--- config.mk ---
export PLATFORM = sky130hd
export DESIGN_NAME = mit_motor_can_codec_unit_flat
export DESIGN_NICKNAME = d
export VERILOG_FILES = /design/src/rtl/mmcc_pkg.sv /design/src/rtl/mmcc_req_if.sv /design/src/rtl/mmcc_rsp_if.sv /design/src/rtl/mit_motor_can_codec_unit.sv /design/src/flat_wrapper.sv
export SDC_FILE = /design/constraint.sdc
export NUM_CORES = 2
export LEC_CHECK = 0
export ABC_CLOCK_PERIOD_IN_PS = 18320
export BUFFER_PORTS_ARGS = -buffer_cell sky130_fd_sc_hd__buf_2
export CAP_MARGIN = 10
export CELL_PAD_IN_SITES_DETAIL_PLACEMENT = 1
export CELL_PAD_IN_SITES_GLOBAL_PLACEMENT = 1
export CORE_MARGIN = 1
export CORE_UTILIZATION = 33
export DETAILED_ROUTE_END_ITERATION = 7
export PLACE_DENSITY_LB_ADDON = 0.1
export SLEW_MARGIN = 10
export SYNTH_ARGS = -nofsm -noshare
export SYNTH_HDL_FRONTEND = slang
export SYNTH_SLANG_ARGS = --single-unit
--- constraint.sdc ---
create_clock -name clock -period 18.32 [get_ports clock]
set_input_delay 1.832 -clock clock [delete_from_list [all_inputs] [get_ports clock]]
set_output_delay 1.832 -clock clock [all_outputs]
set_load 0.05 [all_outputs]
--- src/rtl/mmcc_pkg.sv ---
// Shared types, codes, reset values and helpers of the motor CAN codec.
`default_nettype none
package mmcc_pkg;

   // Actions carried in an input word.
   localparam logic [1:0] ACT_FEEDBACK = 2'd0;
   localparam logic [1:0] ACT_TARGETS  = 2'd1;
   localparam logic [1:0] ACT_COMMAND  = 2'd2;
   localparam logic [1:0] ACT_ADMIN    = 2'd3;

   // Admin kinds and frame tails.
   localparam logic [1:0] ADMIN_ENTER = 2'd0;
   localparam logic [1:0] ADMIN_BAD   = 2'd3;
   localparam logic [7:0] TAIL_ENTER  = 8'hFC;
   localparam logic [55:0] ADMIN_HEAD = 56'hFF_FFFF_FFFF_FFFF;

   // Result kinds.
   localparam logic KIND_FRAME    = 1'b0;
   localparam logic KIND_FEEDBACK = 1'b1;

   // Register indexes on the configuration port.
   localparam logic [2:0] REG_FEEDBACK_ID = 3'd0;
   localparam logic [2:0] REG_COMMAND_ID  = 3'd1;
   localparam logic [2:0] REG_ANGLE_LIM   = 3'd2;
   localparam logic [2:0] REG_SPEED_LIM   = 3'd3;
   localparam logic [2:0] REG_TORQUE_LIM  = 3'd4;
   localparam logic [2:0] REG_STIFF_LIM   = 3'd5;
   localparam logic [2:0] REG_DAMP_LIM    = 3'd6;
   localparam logic [2:0] REG_ENTER_SEND  = 3'd7;

   // Register reset values.
   localparam logic [10:0] RST_FEEDBACK_ID = 11'd0;
   localparam logic [10:0] RST_COMMAND_ID  = 11'd1;
   localparam logic [30:0] RST_ANGLE_LIM   = 31'd823550;
   localparam logic [30:0] RST_SPEED_LIM   = 31'd3276800;
   localparam logic [30:0] RST_TORQUE_LIM  = 31'd1179648;
   localparam logic [30:0] RST_STIFF_LIM   = 31'd32768000;
   localparam logic [30:0] RST_DAMP_LIM    = 31'd327680;

   // Full scale of the 16-bit and 12-bit packed fields.
   localparam logic [15:0] FULL16 = 16'hFFFF;
   localparam logic [15:0] FULL12 = 16'h0FFF;

   // Clamp a signed value to -lim..lim.
   function automatic logic signed [31:0] clamp_sym(input logic signed [31:0] x,
                                                   input logic [30:0] lim);
      logic signed [32:0] xs;
      logic signed [32:0] hi;
      logic signed [32:0] lo;
      xs = $signed({x[31], x});
      hi = $signed({2'b00, lim});
      lo = -hi;
      if (xs > hi) begin
         return hi[31:0];
      end else if (xs < lo) begin
         return lo[31:0];
      end
      return x;
   endfunction

   // Clamp a signed gain to 0..lim.
   function automatic logic [30:0] clamp_gain(input logic signed [31:0] g,
                                              input logic [30:0] lim);
      if (g[31]) begin
         return 31'd0;
      end else if (g[30:0] > lim) begin
         return lim;
      end
      return g[30:0];
   endfunction

endpackage
`default_nettype wire

--- src/rtl/mmcc_req_if.sv ---
// Input channel of the motor CAN codec.
`default_nettype none
interface mmcc_req_if import mmcc_pkg::*; ();
   logic               valid;
   logic               ready;
   logic [1:0]         action;
   logic [10:0]        rx_frame_id;
   logic [63:0]        rx_payload;
   logic signed [31:0] want_angle;
   logic signed [31:0] want_speed;
   logic signed [31:0] want_torque;
   logic signed [31:0] stiffness;
   logic signed [31:0] damping;
   logic [1:0]         admin_kind;

   modport source (output valid, action, rx_frame_id, rx_payload, want_angle, want_speed,
                   want_torque, stiffness, damping, admin_kind, input ready);
   modport sink (input valid, action, rx_frame_id, rx_payload, want_angle, want_speed,
                 want_torque, stiffness, damping, admin_kind, output ready);
endinterface
`default_nettype wire

--- src/rtl/mmcc_rsp_if.sv ---
// Result channel of the motor CAN codec.
`default_nettype none
interface mmcc_rsp_if import mmcc_pkg::*; ();
   logic               valid;
   logic               ready;
   logic               kind;
   logic [10:0]        tx_id;
   logic [63:0]        tx_payload;
   logic signed [31:0] meas_angle;
   logic signed [31:0] meas_speed;
   logic signed [31:0] meas_torque;
   logic signed [47:0] turns_angle;
   logic               last;

   modport source (output valid, kind, tx_id, tx_payload, meas_angle, meas_speed,
                   meas_torque, turns_angle, last, input ready);
   modport sink (input valid, kind, tx_id, tx_payload, meas_angle, meas_speed,
                 meas_torque, turns_angle, last, output ready);
endinterface
`default_nettype wire

--- src/rtl/mit_motor_can_codec_unit.sv ---
// Top level of the motor CAN codec: sequencer, shared multiply-divide unit and registers.
//
//   channel  | direction | handshake        | content
//   req_chan | in        | valid / ready    | action word with frame and targets
//   rsp_chan | out       | valid / ready    | outgoing frame or decoded feedback
//   csr_*    | in        | APB write / read | eight limit and id registers
//
// A feedback word scales three fields and a command word five: every scaled field passes
// the multiply state, a 48-bit restoring divide and the store state, and a feedback word
// then passes the wrap state. Targets and admin words do not use the divider.
// Reset is synchronous, sets the registers to their reset values and clears the tracked angle and the targets.
// The block takes no word while a word is in work; a finished word waits in the
// output register, and a new word is taken meanwhile up to its own result.
`default_nettype none
module mit_motor_can_codec_unit import mmcc_pkg::*; (
   input  wire logic        clock,
   input  wire logic        reset,
   mmcc_req_if.sink         req_chan,
   mmcc_rsp_if.source       rsp_chan,
   input  wire logic        csr_psel,
   input  wire logic        csr_penable,
   input  wire logic        csr_pwrite,
   input  wire logic [4:0]  csr_paddr,
   input  wire logic [31:0] csr_pwdata,
   output logic [31:0]      csr_prdata,
   output logic             csr_pready
);

   localparam logic [2:0] S_IDLE  = 3'd0;
   localparam logic [2:0] S_MUL   = 3'd1;
   localparam logic [2:0] S_DIV   = 3'd2;
   localparam logic [2:0] S_STORE = 3'd3;
   localparam logic [2:0] S_WRAP  = 3'd4;
   localparam logic [2:0] S_FIN   = 3'd5;
   localparam logic [2:0] S_FIN2  = 3'd6;

   localparam logic [5:0] DIV_LAST = 6'd47;

   // Configuration registers.
   logic [10:0] feedback_id_ff;
   logic [10:0] command_id_ff;
   logic [30:0] angle_lim_ff;
   logic [30:0] speed_lim_ff;
   logic [30:0] torque_lim_ff;
   logic [30:0] stiff_lim_ff;
   logic [30:0] damp_lim_ff;
   logic        enter_send_ff;

   // Sequencer and datapath state.
   logic [2:0]         state_ff, state_in;
   logic [1:0]         act_ff;
   logic [2:0]         op_ff;
   logic [5:0]         cnt_ff;
   logic [32:0]        rem_ff;
   logic [47:0]        quo_ff;
   logic [31:0]        den_ff;
   logic               zero_ff;
   logic [39:0]        pl_ff;
   logic signed [31:0] stiff_ff;
   logic signed [31:0] damp_ff;
   logic [7:0]         tail_ff;
   logic [31:0]        res_ff [0:4];
   logic signed [32:0] delta_ff;

   // Tracked angle and stored targets.
   logic               seeded_ff;
   logic signed [31:0] prev_ff;
   logic signed [47:0] total_ff;
   logic signed [31:0] hold_angle_ff;
   logic signed [31:0] hold_speed_ff;
   logic signed [31:0] hold_torque_ff;

   // Output register.
   logic               rsp_valid_ff;
   logic               kind_ff;
   logic [10:0]        tx_id_ff;
   logic [63:0]        tx_payload_ff;
   logic signed [31:0] meas_angle_ff;
   logic signed [31:0] meas_speed_ff;
   logic signed [31:0] meas_torque_ff;
   logic signed [47:0] turns_ff;
   logic               last_ff;

   logic        csr_wr;
   logic [2:0]  csr_idx;
   logic        req_take;
   logic        out_free;
   logic        out_load;

   assign csr_pready = 1'b1;
   assign csr_wr     = csr_psel & csr_penable & csr_pwrite;
   assign csr_idx    = csr_paddr[4:2];
   assign req_take   = req_chan.valid & req_chan.ready;
   assign req_chan.ready = (state_ff == S_IDLE);
   assign out_free   = ~rsp_valid_ff | rsp_chan.ready;

   // Register writes.
   always_ff @(posedge clock) begin
      if (reset) begin
         feedback_id_ff <= RST_FEEDBACK_ID;
         command_id_ff  <= RST_COMMAND_ID;
         angle_lim_ff   <= RST_ANGLE_LIM;
         speed_lim_ff   <= RST_SPEED_LIM;
         torque_lim_ff  <= RST_TORQUE_LIM;
         stiff_lim_ff   <= RST_STIFF_LIM;
         damp_lim_ff    <= RST_DAMP_LIM;
         enter_send_ff  <= 1'b0;
      end else if (csr_wr) begin
         case (csr_idx)
            REG_FEEDBACK_ID: feedback_id_ff <= csr_pwdata[10:0];
            REG_COMMAND_ID:  command_id_ff  <= csr_pwdata[10:0];
            REG_ANGLE_LIM:   angle_lim_ff   <= csr_pwdata[30:0];
            REG_SPEED_LIM:   speed_lim_ff   <= csr_pwdata[30:0];
            REG_TORQUE_LIM:  torque_lim_ff  <= csr_pwdata[30:0];
            REG_STIFF_LIM:   stiff_lim_ff   <= csr_pwdata[30:0];
            REG_DAMP_LIM:    damp_lim_ff    <= csr_pwdata[30:0];
            REG_ENTER_SEND:  enter_send_ff  <= csr_pwdata[0];
            default: ;
         endcase
      end
   end

   // Register reads.
   always_comb begin
      case (csr_idx)
         REG_FEEDBACK_ID: csr_prdata = {21'd0, feedback_id_ff};
         REG_COMMAND_ID:  csr_prdata = {21'd0, command_id_ff};
         REG_ANGLE_LIM:   csr_prdata = {1'b0, angle_lim_ff};
         REG_SPEED_LIM:   csr_prdata = {1'b0, speed_lim_ff};
         REG_TORQUE_LIM:  csr_prdata = {1'b0, torque_lim_ff};
         REG_STIFF_LIM:   csr_prdata = {1'b0, stiff_lim_ff};
         REG_DAMP_LIM:    csr_prdata = {1'b0, damp_lim_ff};
         REG_ENTER_SEND:  csr_prdata = {31'd0, enter_send_ff};
         default:         csr_prdata = 32'd0;
      endcase
   end

   // Operand selection for the shared unit: product a * b, divided by den.
   logic [30:0]        op_lim;
   logic [31:0]        mul_a;
   logic [15:0]        mul_b;
   logic [31:0]        op_den;
   logic               op_zero;
   logic signed [31:0] sym_x;
   logic signed [31:0] sym_c;
   logic [32:0]        sym_off;
   logic [2:0]         op_last;

   always_comb begin
      op_lim  = angle_lim_ff;
      sym_x   = hold_angle_ff;
      mul_a   = 32'd0;
      mul_b   = FULL12;
      op_den  = {1'b0, angle_lim_ff};
      op_zero = 1'b0;
      op_last = (act_ff == ACT_FEEDBACK) ? 3'd2 : 3'd4;
      if (act_ff == ACT_FEEDBACK) begin
         case (op_ff)
            3'd0:    op_lim = angle_lim_ff;
            3'd1:    op_lim = speed_lim_ff;
            default: op_lim = torque_lim_ff;
         endcase
      end else begin
         case (op_ff)
            3'd0:    op_lim = angle_lim_ff;
            3'd1:    op_lim = speed_lim_ff;
            3'd2:    op_lim = stiff_lim_ff;
            3'd3:    op_lim = damp_lim_ff;
            default: op_lim = torque_lim_ff;
         endcase
         case (op_ff)
            3'd0:    sym_x = hold_angle_ff;
            3'd1:    sym_x = hold_speed_ff;
            default: sym_x = hold_torque_ff;
         endcase
      end
      sym_c   = clamp_sym(sym_x, op_lim);
      sym_off = 33'($signed({sym_c[31], sym_c}) + $signed({2'b00, op_lim}));
      if (act_ff == ACT_FEEDBACK) begin
         mul_a  = {op_lim, 1'b0};
         case (op_ff)
            3'd0:    mul_b = pl_ff[39:24];
            3'd1:    mul_b = {4'd0, pl_ff[23:12]};
            default: mul_b = {4'd0, pl_ff[11:0]};
         endcase
         op_den = {16'd0, (op_ff == 3'd0) ? FULL16 : FULL12};
      end else begin
         mul_b   = (op_ff == 3'd0) ? FULL16 : FULL12;
         op_zero = (op_lim == 31'd0);
         if (op_ff == 3'd2) begin
            mul_a  = {1'b0, clamp_gain(stiff_ff, op_lim)};
            op_den = {1'b0, op_lim};
         end else if (op_ff == 3'd3) begin
            mul_a  = {1'b0, clamp_gain(damp_ff, op_lim)};
            op_den = {1'b0, op_lim};
         end else begin
            mul_a  = sym_off[31:0];
            op_den = {op_lim, 1'b0};
         end
      end
   end

   // One restoring divide step.
   logic [32:0] div_sh;
   logic        div_ge;
   assign div_sh = {rem_ff[31:0], quo_ff[47]};
   assign div_ge = (div_sh >= {1'b0, den_ff});

   // Value stored for the current field once the quotient is complete.
   logic [31:0] store_val;
   logic [15:0] full_now;
   always_comb begin
      full_now = (op_ff == 3'd0) ? FULL16 : FULL12;
      if (act_ff == ACT_FEEDBACK) begin
         store_val = quo_ff[31:0] - {1'b0, op_lim};
      end else if (zero_ff) begin
         store_val = 32'd0;
      end else if (quo_ff > {32'd0, full_now}) begin
         store_val = {16'd0, full_now};
      end else begin
         store_val = {16'd0, quo_ff[15:0]};
      end
   end

   // Unwrapped step of the single-turn angle.
   logic signed [33:0] wrap_d;
   logic signed [33:0] wrap_l;
   logic signed [33:0] wrap_r;
   always_comb begin
      wrap_d = $signed({{2{res_ff[0][31]}}, res_ff[0]}) - $signed({{2{prev_ff[31]}}, prev_ff});
      wrap_l = $signed({3'b000, angle_lim_ff});
      if (wrap_d > wrap_l) begin
         wrap_r = wrap_d - (wrap_l <<< 1);
      end else if (wrap_d < -wrap_l) begin
         wrap_r = wrap_d + (wrap_l <<< 1);
      end else begin
         wrap_r = wrap_d;
      end
   end

   // Saturating multi-turn sum.
   logic signed [48:0] sum_t;
   logic signed [47:0] total_next;
   always_comb begin
      sum_t = $signed({total_ff[47], total_ff}) + 49'($signed(delta_ff));
      if (!seeded_ff) begin
         total_next = 48'($signed(res_ff[0]));
      end else if (sum_t[48] != sum_t[47]) begin
         total_next = sum_t[48] ? {1'b1, 47'd0} : {1'b0, {47{1'b1}}};
      end else begin
         total_next = sum_t[47:0];
      end
   end

   // Sequencer.
   always_comb begin
      state_in = state_ff;
      out_load = 1'b0;
      case (state_ff)
         S_IDLE: begin
            if (req_take) begin
               case (req_chan.action)
                  ACT_FEEDBACK: begin
                     if (req_chan.rx_frame_id == feedback_id_ff) state_in = S_MUL;
                  end
                  ACT_COMMAND: state_in = S_MUL;
                  ACT_ADMIN: begin
                     if (req_chan.admin_kind != ADMIN_BAD) state_in = S_FIN;
                  end
                  default: ;
               endcase
            end
         end
         S_MUL: state_in = S_DIV;
         S_DIV: begin
            if (cnt_ff == DIV_LAST) state_in = S_STORE;
         end
         S_STORE: begin
            if (op_ff != op_last) begin
               state_in = S_MUL;
            end else begin
               state_in = (act_ff == ACT_FEEDBACK) ? S_WRAP : S_FIN;
            end
         end
         S_WRAP: state_in = S_FIN;
         S_FIN: begin
            if (out_free) begin
               out_load = 1'b1;
               state_in = (act_ff == ACT_COMMAND && enter_send_ff) ? S_FIN2 : S_IDLE;
            end
         end
         S_FIN2: begin
            if (out_free) begin
               out_load = 1'b1;
               state_in = S_IDLE;
            end
         end
         default: state_in = S_IDLE;
      endcase
   end

   // Control and tracked state.
   always_ff @(posedge clock) begin
      if (reset) begin
         state_ff       <= S_IDLE;
         seeded_ff      <= 1'b0;
         prev_ff        <= '0;
         total_ff       <= '0;
         hold_angle_ff  <= '0;
         hold_speed_ff  <= '0;
         hold_torque_ff <= '0;
         rsp_valid_ff   <= 1'b0;
      end else begin
         state_ff <= state_in;
         if (req_take && req_chan.action == ACT_TARGETS) begin
            hold_angle_ff  <= clamp_sym(req_chan.want_angle, angle_lim_ff);
            hold_speed_ff  <= clamp_sym(req_chan.want_speed, speed_lim_ff);
            hold_torque_ff <= clamp_sym(req_chan.want_torque, torque_lim_ff);
         end
         if (state_ff == S_FIN && out_load && act_ff == ACT_FEEDBACK) begin
            seeded_ff <= 1'b1;
            prev_ff   <= res_ff[0];
            total_ff  <= total_next;
         end
         if (out_load) begin
            rsp_valid_ff <= 1'b1;
         end else if (rsp_chan.ready) begin
            rsp_valid_ff <= 1'b0;
         end
      end
   end

   // Datapath registers.
   always_ff @(posedge clock) begin
      if (req_take) begin
         act_ff   <= req_chan.action;
         op_ff    <= 3'd0;
         pl_ff    <= req_chan.rx_payload[55:16];
         stiff_ff <= req_chan.stiffness;
         damp_ff  <= req_chan.damping;
         tail_ff  <= TAIL_ENTER + {6'd0, req_chan.admin_kind};
      end
      case (state_ff)
         S_MUL: begin
            quo_ff  <= {16'd0, mul_a} * {32'd0, mul_b};
            rem_ff  <= '0;
            cnt_ff  <= '0;
            den_ff  <= op_den;
            zero_ff <= op_zero;
         end
         S_DIV: begin
            rem_ff <= div_ge ? (div_sh - {1'b0, den_ff}) : div_sh;
            quo_ff <= {quo_ff[46:0], div_ge};
            cnt_ff <= cnt_ff + 6'd1;
         end
         S_STORE: begin
            res_ff[op_ff] <= store_val;
            op_ff         <= op_ff + 3'd1;
         end
         S_WRAP: delta_ff <= wrap_r[32:0];
         default: ;
      endcase
   end

   // Output register load.
   always_ff @(posedge clock) begin
      if (out_load) begin
         kind_ff        <= KIND_FRAME;
         tx_id_ff       <= command_id_ff;
         tx_payload_ff  <= '0;
         meas_angle_ff  <= '0;
         meas_speed_ff  <= '0;
         meas_torque_ff <= '0;
         turns_ff       <= '0;
         last_ff        <= 1'b1;
         if (state_ff == S_FIN2) begin
            tx_payload_ff <= {ADMIN_HEAD, TAIL_ENTER};
         end else begin
            case (act_ff)
               ACT_FEEDBACK: begin
                  kind_ff        <= KIND_FEEDBACK;
                  tx_id_ff       <= '0;
                  meas_angle_ff  <= res_ff[0];
                  meas_speed_ff  <= res_ff[1];
                  meas_torque_ff <= res_ff[2];
                  turns_ff       <= total_next;
               end
               ACT_COMMAND: begin
                  tx_payload_ff <= {res_ff[0][15:0], res_ff[1][11:0], res_ff[2][11:0],
                                    res_ff[3][11:0], res_ff[4][11:0]};
                  last_ff       <= ~enter_send_ff;
               end
               default: tx_payload_ff <= {ADMIN_HEAD, tail_ff};
            endcase
         end
      end
   end

   assign rsp_chan.valid       = rsp_valid_ff;
   assign rsp_chan.kind        = kind_ff;
   assign rsp_chan.tx_id       = tx_id_ff;
   assign rsp_chan.tx_payload  = tx_payload_ff;
   assign rsp_chan.meas_angle  = meas_angle_ff;
   assign rsp_chan.meas_speed  = meas_speed_ff;
   assign rsp_chan.meas_torque = meas_torque_ff;
   assign rsp_chan.turns_angle = turns_ff;
   assign rsp_chan.last        = last_ff;

endmodule
`default_nettype wire

--- src/flat_wrapper.sv ---
// flat-port wrapper written by rule: the top's interface ports become plain ports
module mit_motor_can_codec_unit_flat import mmcc_pkg::*;
  (clock, reset, csr_psel, csr_penable, csr_pwrite, csr_paddr, csr_pwdata, csr_prdata, csr_pready, req_chan_valid, req_chan_action, req_chan_rx_frame_id, req_chan_rx_payload, req_chan_want_angle, req_chan_want_speed, req_chan_want_torque, req_chan_stiffness, req_chan_damping, req_chan_admin_kind, req_chan_ready, rsp_chan_valid, rsp_chan_kind, rsp_chan_tx_id, rsp_chan_tx_payload, rsp_chan_meas_angle, rsp_chan_meas_speed, rsp_chan_meas_torque, rsp_chan_turns_angle, rsp_chan_last, rsp_chan_ready);
  mmcc_req_if req_chan_i ();
  mmcc_rsp_if rsp_chan_i ();
  input  wire logic clock;
  input  wire logic reset;
  input  wire logic csr_psel;
  input  wire logic csr_penable;
  input  wire logic csr_pwrite;
  input  wire logic [4:0] csr_paddr;
  input  wire logic [31:0] csr_pwdata;
  output logic [31:0] csr_prdata;
  output logic csr_pready;
  input wire logic [$bits(req_chan_i.valid)-1:0] req_chan_valid;
  input wire logic [$bits(req_chan_i.action)-1:0] req_chan_action;
  input wire logic [$bits(req_chan_i.rx_frame_id)-1:0] req_chan_rx_frame_id;
  input wire logic [$bits(req_chan_i.rx_payload)-1:0] req_chan_rx_payload;
  input wire logic [$bits(req_chan_i.want_angle)-1:0] req_chan_want_angle;
  input wire logic [$bits(req_chan_i.want_speed)-1:0] req_chan_want_speed;
  input wire logic [$bits(req_chan_i.want_torque)-1:0] req_chan_want_torque;
  input wire logic [$bits(req_chan_i.stiffness)-1:0] req_chan_stiffness;
  input wire logic [$bits(req_chan_i.damping)-1:0] req_chan_damping;
  input wire logic [$bits(req_chan_i.admin_kind)-1:0] req_chan_admin_kind;
  output wire logic [$bits(req_chan_i.ready)-1:0] req_chan_ready;
  output wire logic [$bits(rsp_chan_i.valid)-1:0] rsp_chan_valid;
  output wire logic [$bits(rsp_chan_i.kind)-1:0] rsp_chan_kind;
  output wire logic [$bits(rsp_chan_i.tx_id)-1:0] rsp_chan_tx_id;
  output wire logic [$bits(rsp_chan_i.tx_payload)-1:0] rsp_chan_tx_payload;
  output wire logic [$bits(rsp_chan_i.meas_angle)-1:0] rsp_chan_meas_angle;
  output wire logic [$bits(rsp_chan_i.meas_speed)-1:0] rsp_chan_meas_speed;
  output wire logic [$bits(rsp_chan_i.meas_torque)-1:0] rsp_chan_meas_torque;
  output wire logic [$bits(rsp_chan_i.turns_angle)-1:0] rsp_chan_turns_angle;
  output wire logic [$bits(rsp_chan_i.last)-1:0] rsp_chan_last;
  input wire logic [$bits(rsp_chan_i.ready)-1:0] rsp_chan_ready;
  assign req_chan_i.valid = req_chan_valid;
  assign req_chan_i.action = req_chan_action;
  assign req_chan_i.rx_frame_id = req_chan_rx_frame_id;
  assign req_chan_i.rx_payload = req_chan_rx_payload;
  assign req_chan_i.want_angle = req_chan_want_angle;
  assign req_chan_i.want_speed = req_chan_want_speed;
  assign req_chan_i.want_torque = req_chan_want_torque;
  assign req_chan_i.stiffness = req_chan_stiffness;
  assign req_chan_i.damping = req_chan_damping;
  assign req_chan_i.admin_kind = req_chan_admin_kind;
  assign req_chan_ready = req_chan_i.ready;
  assign rsp_chan_valid = rsp_chan_i.valid;
  assign rsp_chan_kind = rsp_chan_i.kind;
  assign rsp_chan_tx_id = rsp_chan_i.tx_id;
  assign rsp_chan_tx_payload = rsp_chan_i.tx_payload;
  assign rsp_chan_meas_angle = rsp_chan_i.meas_angle;
  assign rsp_chan_meas_speed = rsp_chan_i.meas_speed;
  assign rsp_chan_meas_torque = rsp_chan_i.meas_torque;
  assign rsp_chan_turns_angle = rsp_chan_i.turns_angle;
  assign rsp_chan_last = rsp_chan_i.last;
  assign rsp_chan_i.ready = rsp_chan_ready;
  mit_motor_can_codec_unit u_core (.clock(clock), .reset(reset), .req_chan(req_chan_i), .rsp_chan(rsp_chan_i), .csr_psel(csr_psel), .csr_penable(csr_penable), .csr_pwrite(csr_pwrite), .csr_paddr(csr_paddr), .csr_pwdata(csr_pwdata), .csr_prdata(csr_prdata), .csr_pready(csr_pready));
endmodule
==> metrics.yaml <==
timing.critical_path.from_type: "register"
non_filler_instance_count_after_layout: 13200
synth_cell_type_count: 99
finalHoldWorstSlack_ns: 0.4554
grt_max_degree: 98
post_cts_setup_buffer_count: 0
syn_area_per_cell_um2: 8.813
cell_area_after_technology_mapping_um2: 82890
dieArea_um2: 253200
cpLargestDelayFamily: "compound AO/OA/AOI/OAI gates"
detail_route.vias_per_cell: 5.678
async_flop_share: 0
ctsLongestPathBuffers: 3
seq_area_frac_synth: 0.3055
grt_pass1_wl_um: 537600
post_synth_inst_count: 9406
grt_antenna_before_repair: 23
slew_headroom: 0.1041
pin_slew_with_the_least_headroom_to_its_limit_ns: 1.330
maxUsedRoutingLayer: "met5"
final.fill_count: 29030
path_class: "reg -> reg"
hold_viol: 0
globalRouteTotalUtil: 0.2900
first_global_vias: 76480
place.gp.congestion: 0.9697
insertion_delay_ns: 0.85
met3_wirelength_um: 20090
met1_length_um: 168300
via_count: 74930
ant_nets: 0
synth-main-ff-cell: "edfxtp_1"
outcome: "finished clean"
area_growth_pct: 13.30
dieWidth_um: 503.2
wl_met2_um: 165600
timing.clock.skew_ns: 0.1033
layout.area.seq_um2: 25320
i_o_buffers: 509
cts_tree: "built"
timing.critical_path.required_ns: 18.84
synth_top_area_share: 0.2188
core_area_um2: 249100
std_cell_rows: 183
period_needed_ns: 17.25
clkSinkCount: 963
initial_utilization: 0.3327
crit_path_end_kind: "register"
cap_violations: 0
library_cell_contributing_the_largest_single_delay_on_the_critical_path: "a211o_1"
die_height_um: 503.2
worst_hold_path_type: "reg -> reg"
detailedRoute.firstIterationViolations: 5667
finalSetupViolations: 0
post_synth_main_area_contributors: "edfxtp_1 (22%), ha_1 (11%), fa_1 (10%)"
critical_path.max_fanout: 40
clkTransAtPathRegs_ns: 0.06
timing.critical_path.buf_inv: 9
reg2reg_setup_slack_ns: 1.07
io_pins: 539
multi_input_comb_area_um2: 52880
post-place-cells: 12970
wirelength_um: 374000
ys_warn_count: 0
drc: 0
timing_max_transition_violations_final: 0
htreeDepth: 3
drt-wirelength-per-cell_um: 28.34
detailedRoute.firstPassIterationCount: 5
cts_made_buffers: 118
worstPathArrival_ns: 17.77
grt_overflow: 0
layout-drive-gt1-share: 0.1153
synth.ff_latch_count: 963
post-dp-hpwl_um: 293900
most_common_cell_type_on_the_critical_path: "fa_1"
critical_path.max_stage_delay_ns: 0.67
layout_worst_path_cycle_share: 0.9415
fmax_mhz: 57.97
setup_repair_after_global_routing_missed_its_margin: "false"
final_util: 0.3770
totalNegativeSetupSlack_ns: 0
number_of_enable_type_register_cells_in_the_synthesized_netlist: 604
ctsRootBufferMaster: "clkbuf_16"
postSynthNetCount: 10870
fin_nets: 11220
synth_top_cell_by_area: "edfxtp_1"
==> synth_stat cells (15+ instances only) <==
library cell	n
a21o_1	266
buf_1	41
a21oi_1	744
a22oi_1	120
o211a_1	17
nor2_1	618
o21a_1	74
xor2_1	74
a211o_1	25
nor3b_1	18
ha_1	753
nand2b_1	92
a22o_1	27
buf_2	15
nor4_1	42
a221oi_1	55
fa_1	425
mux2i_1	134
nand4_1	116
or2_2	26
and3_1	89
dfxtp_1	359
o21bai_1	44
or3_1	64
o22ai_1	53
clkbuf_1	463
mux2_2	38
xnor2_1	243
nand2_1	1242
o221ai_1	51
nor2b_1	76
nor3_1	145
inv_1	780
a21boi_0	15
maj3_1	15
a211oi_1	67
o211ai_1	80
a221o_1	35
nand3_1	191
o21ai_0	438
edfxtp_1	604
or4_1	18
a31oi_1	49
o31ai_1	64
and2_1	235
==> stage by stage <==
stage          worst slack (ns)  area (µm²)
5_1_grt                  0.2298       93900
3_5_place_dp              1.246       89790
3_3_place_gp              1.561       89790
6_report                  1.071       93920
2_1_floorplan             2.863       82890
4_1_cts                   1.159       93860
==> cells in the final DEF (no fill, tap or decap), types with 48 or more instances in the layout <==
master	Yosys	routed
nand2_1	1242	1238
inv_1	780	777
ha_1	753	751
a21oi_1	744	742
edfxtp_1	604	604
nor2_1	618	601
buf_2	15	508
o21ai_0	438	426
fa_1	425	425
dfxtp_1	359	359
a21o_1	266	266
buf_4	8	254
xnor2_1	243	243
and2_1	235	235
nand3_1	191	189
nor3_1	145	139
mux2i_1	134	134
clkbuf_16	0	118
a22oi_1	120	117
nand4_1	116	116
nand2b_1	92	91
and3_1	89	87
o211ai_1	80	80
nor2b_1	76	74
o21a_1	74	74
xor2_1	74	74
a211oi_1	67	67
or3_1	64	63
o31ai_1	64	58
a221oi_1	55	53
o22ai_1	53	52
o221ai_1	51	51
a31oi_1	49	48
==> final timing paths <==
check | from | to | cells past startpoint
setup / recovery | u_core.op_ff[0] | u_core.quo_ff[47] | 57
hold / removal | u_core.hold_torque_ff[1] | u_core.hold_torque_ff[1] | 1
setup reg to reg | u_core.op_ff[0] | u_core.quo_ff[47] | 57
hold reg to reg | u_core.hold_torque_ff[1] | u_core.hold_torque_ff[1] | 1
==> per-layer routing <==
layer  global-route usage  vias to the layer above
li1                     -                    33900
met1               0.3931                    38140
met2               0.4564                     2311
met3              0.03683                      580
met4               0.1376                        4
met5                    0                        -
==> flip-flops by register name, summed over array words and instances, names as in the netlist, 33 cells and up <==
register and count:
u_core.res_ff 120, u_core.rsp_chan.tx_payload 64, u_core.quo_ff 48, u_core.rsp_chan.turns_angle 48, u_core.total_ff 48, u_core.pl_ff 40
u_core.delta_ff 33
==> final cells by class <==
class / count / share of cell area
Antenna cell: 13 / 0.0003464
Clock buffer: 145 / 0.03326
Clock inverter: 74 / 0.01011
Inverter: 793 / 0.03173
Multi-Input combinational cell: 7116 / 0.5630
Sequential cell: 963 / 0.2696
Tap cell: 3330 / 0.04436
Timing Repair Buffer: 763 / 0.04752
==> timing repair <==
item	in CTS	in global routing
hold buffers	0	0
endpoints found under the setup margin	0	1
resized for setup	0	2
==> kinds of logic (layout without fill, tap and decap cells) <==
group,count (synthesis),in the layout,share of synthesized area
buf+inv,1327,1775,0.06124
simple gates,3013,3013,0.1680
compound gates,2411,2411,0.1900
xor+xnor,317,317,0.03349
fa+ha+maj,1193,1193,0.2181
mux,180,180,0.02352
other cells,2,15,0.00009060
flops,963,963,0.3055
Power is not shown: default switching activity piles up to over one toggle a cycle in this logic, so the estimate is an artifact.
